**src/hdl/wbmp_pkg.sv**
```systemverilog
// Shared constants and types for the windowed byte mean pool.
package wbmp_pkg;

	// Width of the byte position counter.
	localparam int unsigned CNT_W = 16;
	// Width of one input byte and of one result byte.
	localparam int unsigned BYTE_W = 8;
	// Width of the running sum, which wraps at this width.
	localparam int unsigned SUM_W = CNT_W + BYTE_W;
	// Width of the window length register.
	localparam int unsigned LEN_W = 16;
	// Compare width that holds both the incremented position and the length.
	localparam int unsigned CMP_W = (CNT_W + 1 > LEN_W + 1) ? CNT_W + 1 : LEN_W + 1;
	// Width of the divider step counter.
	localparam int unsigned ITER_W = $clog2(SUM_W + 1);

	// Largest window length that the position counter can reach.
	localparam logic [LEN_W-1:0] LEN_CAP =
		(CNT_W >= LEN_W) ? {LEN_W{1'b1}} : LEN_W'((64'd1 << CNT_W) - 64'd1);
	// Window length after reset.
	localparam logic [LEN_W-1:0] WIN_RESET = LEN_W'(16384);

	// Divider sequencer states.
	typedef enum logic [1:0] {
		DIV_IDLE,
		DIV_RUN,
		DIV_DONE
	} div_state_t;

	// Request to the shared divider.
	typedef struct packed {
		logic             start;
		logic [SUM_W-1:0] dividend;
		logic [LEN_W-1:0] divisor;
		logic             ack;
	} div_req_t;

	// Status and result of the shared divider.
	typedef struct packed {
		logic              busy;
		logic              done;
		logic [BYTE_W-1:0] quotient;
	} div_rsp_t;

endpackage

```
**src/hdl/windowed_byte_mean_pool.sv**
```systemverilog
// Top level of the windowed byte mean pool.
// Bytes are summed into back-to-back windows of window_length bytes (zero acts as
// one), and each full window yields one item: the sum divided by the length,
// truncated, with its low eight bits read as a signed byte. A byte that does not
// close a window is taken while the divider is idle, so a stream runs at one byte
// per cycle. A byte that closes a window starts the shared divider, which yields
// one quotient bit per step over 24 steps (CNT_W + BYTE_W); in_ready stays low
// until its quotient is handed to the output register, and longer while that
// register is still full. Bytes that do not close a window are accepted while a
// result waits at the output. Write cfg_data only while the block is idle.
module windowed_byte_mean_pool (
	input  logic                               clk,
	input  logic                               arst_n,
	input  logic                               cfg_valid,
	output logic                               cfg_ready,
	input  logic [wbmp_pkg::LEN_W-1:0]         cfg_data,
	input  logic                               in_valid,
	output logic                               in_ready,
	input  logic [wbmp_pkg::BYTE_W-1:0]        sample_byte,
	output logic                               out_valid,
	input  logic                               out_ready,
	output logic signed [wbmp_pkg::BYTE_W-1:0] window_mean
);

	wbmp_pkg::div_req_t           div_req;
	wbmp_pkg::div_rsp_t           div_rsp;
	logic                         take;
	logic                         complete;
	logic [wbmp_pkg::SUM_W-1:0]   sum_next;
	logic [wbmp_pkg::LEN_W-1:0]   len_eff;
	logic                         out_valid_q;
	logic [wbmp_pkg::BYTE_W-1:0]  mean_q;
	logic                         out_free;

	// Handshakes.
	assign cfg_ready = 1'b1;
	assign in_ready = !div_rsp.busy;
	assign take = in_valid && in_ready;
	assign out_free = !out_valid_q || out_ready;

	wbmp_accum u_accum (
		.clk         (clk),
		.arst_n      (arst_n),
		.cfg_we      (cfg_valid && cfg_ready),
		.cfg_data    (cfg_data),
		.take        (take),
		.sample_byte (sample_byte),
		.complete    (complete),
		.sum_next    (sum_next),
		.len_eff     (len_eff)
	);

	// A byte that closes its window starts the divider.
	always_comb begin
		div_req.start = take && complete;
		div_req.dividend = sum_next;
		div_req.divisor = len_eff;
		div_req.ack = div_rsp.done && out_free;
	end

	wbmp_div u_div (
		.clk    (clk),
		.arst_n (arst_n),
		.req    (div_req),
		.rsp    (div_rsp)
	);

	// Output register holds a finished item until it is taken.
	always_ff @(posedge clk or negedge arst_n) begin
		if (!arst_n) begin
			out_valid_q <= 1'b0;
		end else if (div_req.ack) begin
			out_valid_q <= 1'b1;
		end else if (out_ready) begin
			out_valid_q <= 1'b0;
		end
	end

	always_ff @(posedge clk) begin
		if (div_req.ack) begin
			mean_q <= div_rsp.quotient;
		end
	end

	assign out_valid = out_valid_q;
	assign window_mean = $signed(mean_q);

endmodule

```
**src/hdl/wbmp_accum.sv**
```systemverilog
// Window length register, running sum and position counter.
module wbmp_accum (
	input  logic                         clk,
	input  logic                         arst_n,
	input  logic                         cfg_we,
	input  logic [wbmp_pkg::LEN_W-1:0]   cfg_data,
	input  logic                         take,
	input  logic [wbmp_pkg::BYTE_W-1:0]  sample_byte,
	output logic                         complete,
	output logic [wbmp_pkg::SUM_W-1:0]   sum_next,
	output logic [wbmp_pkg::LEN_W-1:0]   len_eff
);

	logic [wbmp_pkg::LEN_W-1:0] len_q;
	logic [wbmp_pkg::SUM_W-1:0] sum_q;
	logic [wbmp_pkg::CNT_W-1:0] pos_q;
	logic [wbmp_pkg::LEN_W-1:0] len_nz;
	logic [wbmp_pkg::CMP_W-1:0] count;

	// A zero length acts as one; a length past the counter range saturates.
	always_comb begin
		len_nz = (len_q == '0) ? wbmp_pkg::LEN_W'(1) : len_q;
		len_eff = (len_nz > wbmp_pkg::LEN_CAP) ? wbmp_pkg::LEN_CAP : len_nz;
	end

	// Sum including this byte, and the position it would reach.
	assign sum_next = sum_q + wbmp_pkg::SUM_W'(sample_byte);
	assign count = wbmp_pkg::CMP_W'(pos_q) + wbmp_pkg::CMP_W'(1);
	assign complete = count >= wbmp_pkg::CMP_W'(len_eff);

	// Configuration register.
	always_ff @(posedge clk or negedge arst_n) begin
		if (!arst_n) begin
			len_q <= wbmp_pkg::WIN_RESET;
		end else if (cfg_we) begin
			len_q <= cfg_data;
		end
	end

	// Accumulate each accepted byte; clear when its window closes.
	always_ff @(posedge clk or negedge arst_n) begin
		if (!arst_n) begin
			sum_q <= '0;
			pos_q <= '0;
		end else if (take) begin
			if (complete) begin
				sum_q <= '0;
				pos_q <= '0;
			end else begin
				sum_q <= sum_next;
				pos_q <= count[wbmp_pkg::CNT_W-1:0];
			end
		end
	end

endmodule

```
**src/hdl/wbmp_div.sv**
```systemverilog
// Restoring divider that yields one quotient bit per cycle under a small sequencer.
module wbmp_div (
	input  logic               clk,
	input  logic               arst_n,
	input  wbmp_pkg::div_req_t req,
	output wbmp_pkg::div_rsp_t rsp
);

	wbmp_pkg::div_state_t state_q, state_d;
	logic [wbmp_pkg::LEN_W-1:0]  rem_q;
	logic [wbmp_pkg::SUM_W-1:0]  quo_q;
	logic [wbmp_pkg::LEN_W-1:0]  dvs_q;
	logic [wbmp_pkg::ITER_W-1:0] iter_q;
	logic [wbmp_pkg::LEN_W:0]    shifted;
	logic [wbmp_pkg::LEN_W:0]    trial;
	logic                        fits;

	// One step: bring down the next dividend bit and try to subtract.
	always_comb begin
		shifted = {rem_q, quo_q[wbmp_pkg::SUM_W-1]};
		trial = shifted - {1'b0, dvs_q};
		fits = shifted >= {1'b0, dvs_q};
	end

	// State register.
	always_ff @(posedge clk or negedge arst_n) begin
		if (!arst_n) begin
			state_q <= wbmp_pkg::DIV_IDLE;
		end else begin
			state_q <= state_d;
		end
	end

	// Next state and status; only the low byte of the quotient is delivered.
	always_comb begin
		state_d = state_q;
		rsp.busy = 1'b1;
		rsp.done = 1'b0;
		rsp.quotient = quo_q[wbmp_pkg::BYTE_W-1:0];
		case (state_q)
			wbmp_pkg::DIV_IDLE: begin
				rsp.busy = 1'b0;
				if (req.start) begin
					state_d = wbmp_pkg::DIV_RUN;
				end
			end
			wbmp_pkg::DIV_RUN: begin
				if (iter_q == wbmp_pkg::ITER_W'(1)) begin
					state_d = wbmp_pkg::DIV_DONE;
				end
			end
			wbmp_pkg::DIV_DONE: begin
				rsp.done = 1'b1;
				if (req.ack) begin
					state_d = wbmp_pkg::DIV_IDLE;
				end
			end
			default: begin
				state_d = wbmp_pkg::DIV_IDLE;
			end
		endcase
	end

	// Step counter.
	always_ff @(posedge clk or negedge arst_n) begin
		if (!arst_n) begin
			iter_q <= '0;
		end else if (state_q == wbmp_pkg::DIV_IDLE && req.start) begin
			iter_q <= wbmp_pkg::ITER_W'(wbmp_pkg::SUM_W);
		end else if (state_q == wbmp_pkg::DIV_RUN) begin
			iter_q <= iter_q - wbmp_pkg::ITER_W'(1);
		end
	end

	// Datapath: load operands, then shift quotient bits in from the right.
	always_ff @(posedge clk) begin
		if (state_q == wbmp_pkg::DIV_IDLE && req.start) begin
			rem_q <= '0;
			quo_q <= req.dividend;
			dvs_q <= req.divisor;
		end else if (state_q == wbmp_pkg::DIV_RUN) begin
			rem_q <= fits ? trial[wbmp_pkg::LEN_W-1:0] : shifted[wbmp_pkg::LEN_W-1:0];
			quo_q <= {quo_q[wbmp_pkg::SUM_W-2:0], fits};
		end
	end

endmodule

```
**config.mk**
```make
export PLATFORM = sky130hd
export DESIGN_NAME = windowed_byte_mean_pool
export DESIGN_NICKNAME = d
export VERILOG_FILES = /design/src/hdl/wbmp_pkg.sv /design/src/hdl/windowed_byte_mean_pool.sv /design/src/hdl/wbmp_accum.sv /design/src/hdl/wbmp_div.sv
export SDC_FILE = /design/constraint.sdc
export NUM_CORES = 1
export LEC_CHECK = 0
export BUFFER_PORTS_ARGS = -buffer_cell sky130_fd_sc_hd__buf_2
export CAP_MARGIN = 5
export CORE_AREA = 2 2 156 127
export CTS_CLUSTER_SIZE = 8
export DETAILED_ROUTE_END_ITERATION = 12
export DIE_AREA = 0 0 158 129
export SLEW_MARGIN = 0
export SYNTH_ARGS = -nofsm -noshare
export SYNTH_HDL_FRONTEND = slang
export SYNTH_SLANG_ARGS = --single-unit
export TNS_END_PERCENT = 1
```
**constraint.sdc**
```tcl
create_clock -name clk -period 4.2 [get_ports clk]
set_input_delay 0.84 -clock clk [delete_from_list [all_inputs] [get_ports clk]]
set_output_delay 0.84 -clock clk [all_outputs]
set_load 0.005 [all_outputs]
```
=== Word level (Yosys, flattened, before mapping) ===
Cells that the tools add are included.

* Flip-flop bits (word level): 128
* Input bits: 29
* Output and inout bits: 11

* $add $sub $neg: 4
* $lt $le $gt $ge: 3
* Equal/unequal tests: 6
* Muxes and demuxes: 16
* Reduce and logical (&&, ||, !) cells: 11

{| class="wikitable"
|+ Operator list
! operator !! number
|-
| 24-bit 2-to-1 mux || 3
|-
| 16-bit 2-to-1 mux || 4
|-
| 17-bit by 16-bit >= comparator with 1-bit output || 2
|-
| 24-bit by 8-bit adder with 24-bit output || 1
|-
| 16-bit by 1-bit adder with 17-bit output (second input constant) || 1
|-
| 16-bit greater-than comparator (second input constant) || 1
|-
| 16-bit zero test || 1
|-
| 16-bit subtractor || 1
|-
| 5-bit 2-to-1 mux || 2
|-
| 2-bit 2-to-1 mux || 3
|-
| 2-bit one-hot mux with 3 select lines || 1
|-
| 5-bit by 1-bit equality test with 1-bit output (second input constant) || 1
|-
| 5-bit by 1-bit subtractor with 5-bit output (second input constant) || 1
|-
| 1-bit logical AND || 4
|-
| 2-bit by 1-bit inequality test with 1-bit output (second input constant) || 2
|-
| 2-bit nonzero test || 2
|-
| 1-bit 2-to-1 mux || 3
|-
| 3-bit AND reduction || 1
|-
| 2-bit by 1-bit equality test with 1-bit output (second input constant) || 1
|-
| 2-bit equality test (second input constant) || 1
|-
| 2-bit zero test || 1
|-
| 2-bit inequality test (second input constant) || 1
|-
| 1-bit zero test || 1
|-
| 1-bit logical OR || 1
|}

=== Depth between registers and ports, before layout ===
* Depth in word-level cells: 8
* Mapped depth: 18

=== Cells and area by module ===
From an unflattened synthesis, not the netlist that was laid out.

* Cells, all modules: 808
* Area total of the unflattened synthesis: 7569.8 µm²

{| class="wikitable"
|+ By module, submodules not included
! module !! instances !! cells each !! area an instance (µm²)
|-
| wbmp_accum || 1 || 438 || 3861.2
|-
| wbmp_div || 1 || 353 || 3387.0
|-
| windowed_byte_mean_pool || 1 || 17 || 321.6
|}

=== Worst setup path before layout ===
No wires, ideal clock.

* Path kind: register -> register
* From: register u_accum.pos_q[2] (netlist name)
* To: register u_div.quo_q[0] (netlist name), enable pin
* Setup time: 0.381 ns
* Arrival: 3.839 ns
* Required time: 3.819 ns
* Slack: -0.020 ns
* Cell stages (with the launch flop): 16
* Path buffers: 2
* Path through: dfrtp_1 -> and3_1 -> and3_1 -> nand3_1 -> nor3_1 -> and3_1 -> xor2_1 -> ha_1 -> nand3_1 -> or2_1 -> or2_2 -> o221ai_4 -> nand2_4 -> buf_4 -> buf_6 -> nand2_1

* Word-level cells in the longest chain between the ends: 5

{| class="wikitable"
|+ RTL lines
! item !! line !! RTL
|-
| from (decl) || wbmp_accum.sv:16 || <nowiki>logic [wbmp_pkg::CNT_W-1:0] pos_q;</nowiki>
|-
| from (signal assigned) || wbmp_accum.sv:51 || <nowiki>pos_q <= count[wbmp_pkg::CNT_W-1:0];</nowiki>
|-
| 16-bit by 1-bit adder with 17-bit output || wbmp_accum.sv:28 || <nowiki>assign count = wbmp_pkg::CMP_W'(pos_q) + wbmp_pkg::CMP_W'(1);</nowiki>
|-
| 17-bit by 16-bit >= comparator with 1-bit output || wbmp_accum.sv:29 || <nowiki>assign complete = count >= wbmp_pkg::CMP_W'(len_eff);</nowiki>
|-
| 1-bit logical AND || windowed_byte_mean_pool.sv:55 || <nowiki>div_req.start = take && complete;</nowiki>
|-
| 1-bit logical AND || wbmp_div.sv:77 || <nowiki>if (state_q == wbmp_pkg::DIV_IDLE && req.start) begin</nowiki>
|-
| 2-bit nonzero test (no line) || -- ||
|-
| to (signal assigned) || wbmp_div.sv:79 || <nowiki>quo_q <= req.dividend;</nowiki>
|-
| to (signal assigned) || wbmp_div.sv:83 || <nowiki>quo_q <= {quo_q[wbmp_pkg::SUM_W-2:0], fits};</nowiki>
|-
| to (decl) || wbmp_div.sv:11 || <nowiki>logic [wbmp_pkg::SUM_W-1:0] quo_q;</nowiki>
|}

Every way passes these cells.
A chain may end at the register's enable or synchronous reset.

=== Worst setup path in the final report ===
* From: register u_accum.pos_q[0] (netlist name)
* To: register u_div.quo_q[8] (netlist name) (data pin)

* Word-level cells in the longest chain between the ends: 5

{| class="wikitable"
|+ RTL lines
! item !! line
|-
| 16-bit by 1-bit adder with 17-bit output || wbmp_accum.sv:28
|-
| 17-bit by 16-bit >= comparator with 1-bit output || wbmp_accum.sv:29
|-
| 1-bit logical AND || windowed_byte_mean_pool.sv:55
|-
| 1-bit logical AND || wbmp_div.sv:77
|-
| 24-bit 2-to-1 mux || wbmp_div.sv:77
|}

Every way passes these cells.

==> results.cfg <==
[floorplanning]
start_util = 0.393
die_area_mm2 = 0.0204
io_pins = 40
core_mm2 = 0.0188
fp.dieW_um = 158
dieHeight_um = 129
rows = 45

[power_and_ir_drop]
peakVddDrop_uv = 287
leakagePower_uw = 0.00362
p_per_area_mw_per_mm2 = 566
power.total_uw = 4730

[cts]
post_cts_buffers = 0
clk_path_buf_depth = 2
clock_latency_ps = 420
cts_tree = built
htreeDepth = 4
cts_buffers = 17
cts-root-buf = clkbuf_16
cts-hold-fix-buffers = 0
cts.clk_slew.worst_paths_ps = 60
clock-sinks = 128
cts_resized = 0

[logic_synthesis]
yosysUniqueCellTypes = 77
syn_nets = 834
synth_area_mm2 = 0.00740
synthArstFlopShare = 0.500
synthTopCellsByArea = dfrtp_1, edfxtp_1, ha_1, o21ai_0, nand2_1
synth_top_area_cell = dfrtp_1
synth_edf_count = 48
yosysSeqAreaShare = 0.455
post_synth.cell_area_avg_um2 = 9.74
synthFlopType = dfrtp_1
syn_inst = 760
yosys.area.top_type_share = 0.213
synth_seq_cells = 128
ys_warn_count = 0

[critical_path]
critPathLaunchType = register
path_max_fanout = 38
cp.arrival_ps = 3920
rrSetupSlack_ps = 430
reg2reg_from = u_accum.pos_q[0]
crit_path_top_delay_cell = dfrtp_1
crit_type = reg2reg
path_buf_inv = 1
path_cells = ha_1, and3_1, and3_4, and2_1, nand3_1, xnor2_1, ha_1, nand3_1, or2_1, or2_2, o221ai_4, nand2_4, buf_4, nand2_1, o21ai_0
path_delay_family = simple AND/OR/NAND/NOR gates
cp-end-kind = register
timing.rr.end = u_div.quo_q[8]
reg2regPathDepth = 15
required_ps = 4350
max_stage_delay_ps = 420

[drt]
vias = 5386
drt_first_pass_iters = 7
first_iter_violations = 339
ant_nets = 0
avgRoutedWirePerCell_um = 14.7
drc = 0
vias_per_cell = 5.11
wirelength_um = 15500

[sta]
worstMarginPinSlew_ps = 796
fmax_ghz = 0.265
min_period_over_period = 0.897
fin_tns_setup_ps = 0
holdWs_ps = 427
slew_headroom = 0.468
rsz0062_at_grt = false
finalHoldViolations = 0
period_minus_slack_ps = 3770
drv_slew = 0
skew_ps = 8.73
finalSetupViolations = 0

[placement]
io_buffer_count = 38
place.gp.congestion = 0.824
hpwlAfterDp_um = 11100

[outcome]
outcome = completed

[final_layout]
antennaDiodeCount = 0
final_nets = 856
syn_to_final_growth_pct = 12.9
drive_gt1_frac = 0.141

[global_route]
grt_pass1_vias = 5086
grt_overflow = 0
track_usage = 0.164
grt_pass1_wl_um = 26000
antenna_found_initial = 0
grt_max_degree = 39

[hold_path]
hold_class = in2async

[job]
maxCapViolCount = 0
## worst max path at each step
stage / depth (start not counted) / from / endpoint / slack [ps]
2_1_floorplan: 15 / u_accum.pos_q[2] / u_div.quo_q[0] / 220
3_3_place_gp: 14 / u_accum.pos_q[0] / u_div.quo_q[7] / 510
3_5_place_dp: 15 / u_accum.pos_q[0] / u_div.rem_q[1] / 470
4_1_cts: 15 / u_accum.pos_q[0] / u_div.quo_q[8] / 440
5_1_grt: 16 / u_accum.pos_q[0] / u_accum.pos_q[15] / 170
6_report: 15 / u_accum.pos_q[0] / u_div.quo_q[8] / 430
## power breakdown
part / total (uW) / internal, uW / switching (uW) / leakage [uW]
Sequential: 1690 / 1510 / 179 / 0.00138
Clock: 1470 / 928 / 544 / 0.000274
Combinational: 1560 / 702 / 861 / 0.00196
## sequential cells by signal, indices dropped and copies added, names as in the netlist
name           cells
u_div.quo_q       24
u_div.rem_q       16
out_valid          1
u_div.state_q      2
u_accum.len_q     16
u_div.dvs_q       16
u_accum.sum_q     24
u_div.iter_q       5
u_accum.pos_q     16
window_mean        8
## synth_stat cells, types with 3 or more instances
cell and number:
dfrtp_1 63, o31ai_4 3, o31ai_1 16, a21oi_2 3, or3_1 3, nor4_1 4, nand4_1 4, o31a_1 4
dfxtp_1 16, buf_2 4, ha_1 43, nand2b_1 7, a31oi_1 4, a21oi_1 15, and3_1 11, xnor2_1 29
mux2i_1 13, nor2b_1 9, clkbuf_1 29, nand3b_1 3, a21o_1 9, nand2_1 115, buf_6 7, nor3_1 7
o21ai_0 89, and4_1 3, nor2_1 19, xor2_1 21, buf_4 3, o21a_1 4, o21ai_2 7, and2_1 4
nand3_1 35, o21ai_1 20, edfxtp_1 48, inv_1 40
## metal layers
layer	global-route usage	routed length [um]	share of wire
met1	0.246	8270	0.53
met3	0.0381	691	0.045
met5	0	0	0
met2	0.232	6380	0.41
met4	0.0525	165	0.011
## layout by cell type, fill, tap and decap left out, drive strengths merged, types with 4 or more instances in the layout
master,netlist,routed
and4,4,4
o21ai,116,116
clkbuf,32,21
edfxtp,48,48
inv,40,40
buf,15,51
nor3,7,7
mux2i,13,13
xnor2,29,29
xor2,21,21
dfxtp,16,16
nand2b,8,8
ha,43,43
nor4,4,4
o31ai,19,19
o21a,5,5
a31oi,5,5
and3,13,13
nor2,20,20
o31a,4,4
nand4,4,4
a21o,9,9
nand2,116,116
a21oi,18,18
nand3,37,37
and2,4,4
dfrtp,63,63
clkinv,0,5
nor2b,9,9
## area by class of cell
cell class	instances	area (um^2)
Sequential cell	128	3360
Clock buffer	21	440
Multi-Input combinational cell	544	3620
Clock inverter	11	140
Tap cell	258	323
Inverter	40	150
Fill cell	1849	10500
Timing Repair Buffer	51	313
## worst reg2reg max path, stage by stage, from the launching register on
cell      delay [ps]
dfrtp_1          420
ha_1             260
and3_1           330
and3_4           250
and2_1           160
nand3_1          100
xnor2_1          150
ha_1             300
nand3_1          140
or2_1            270
or2_2            320
o221ai_4         240
nand2_4          100
buf_4            250
nand2_1          120
o21ai_0          100
## logic make-up after synthesis
| group | share of synthesized area |
|---|---|
| AND/OR/NAND/NOR | 0.159 |
| AO/OA/AOI/OAI | 0.173 |
| flip-flops | 0.455 |
| buffers and inverters | 0.0566 |
| XOR/XNOR | 0.0592 |
| adder cells (fa/ha/maj) | 0.0781 |
| multiplexers | 0.0191 |
| other | 0.000507 |
## through the flow
step / utilization / setup slack (ps) / instances / instance area [um^2]
6_report: 0.444 / 431 / 1053 / 8360
3_3_place_gp: 0.413 / 508 / 1021 / 7770
2_1_floorplan: - / 220 / 760 / 7400
5_1_grt: 0.444 / 169 / 1053 / 8360
3_5_place_dp: 0.413 / 468 / 1021 / 7770
4_1_cts: 0.444 / 435 / 1053 / 8360
No activity file was read; power rests on OpenSTA's default activity.
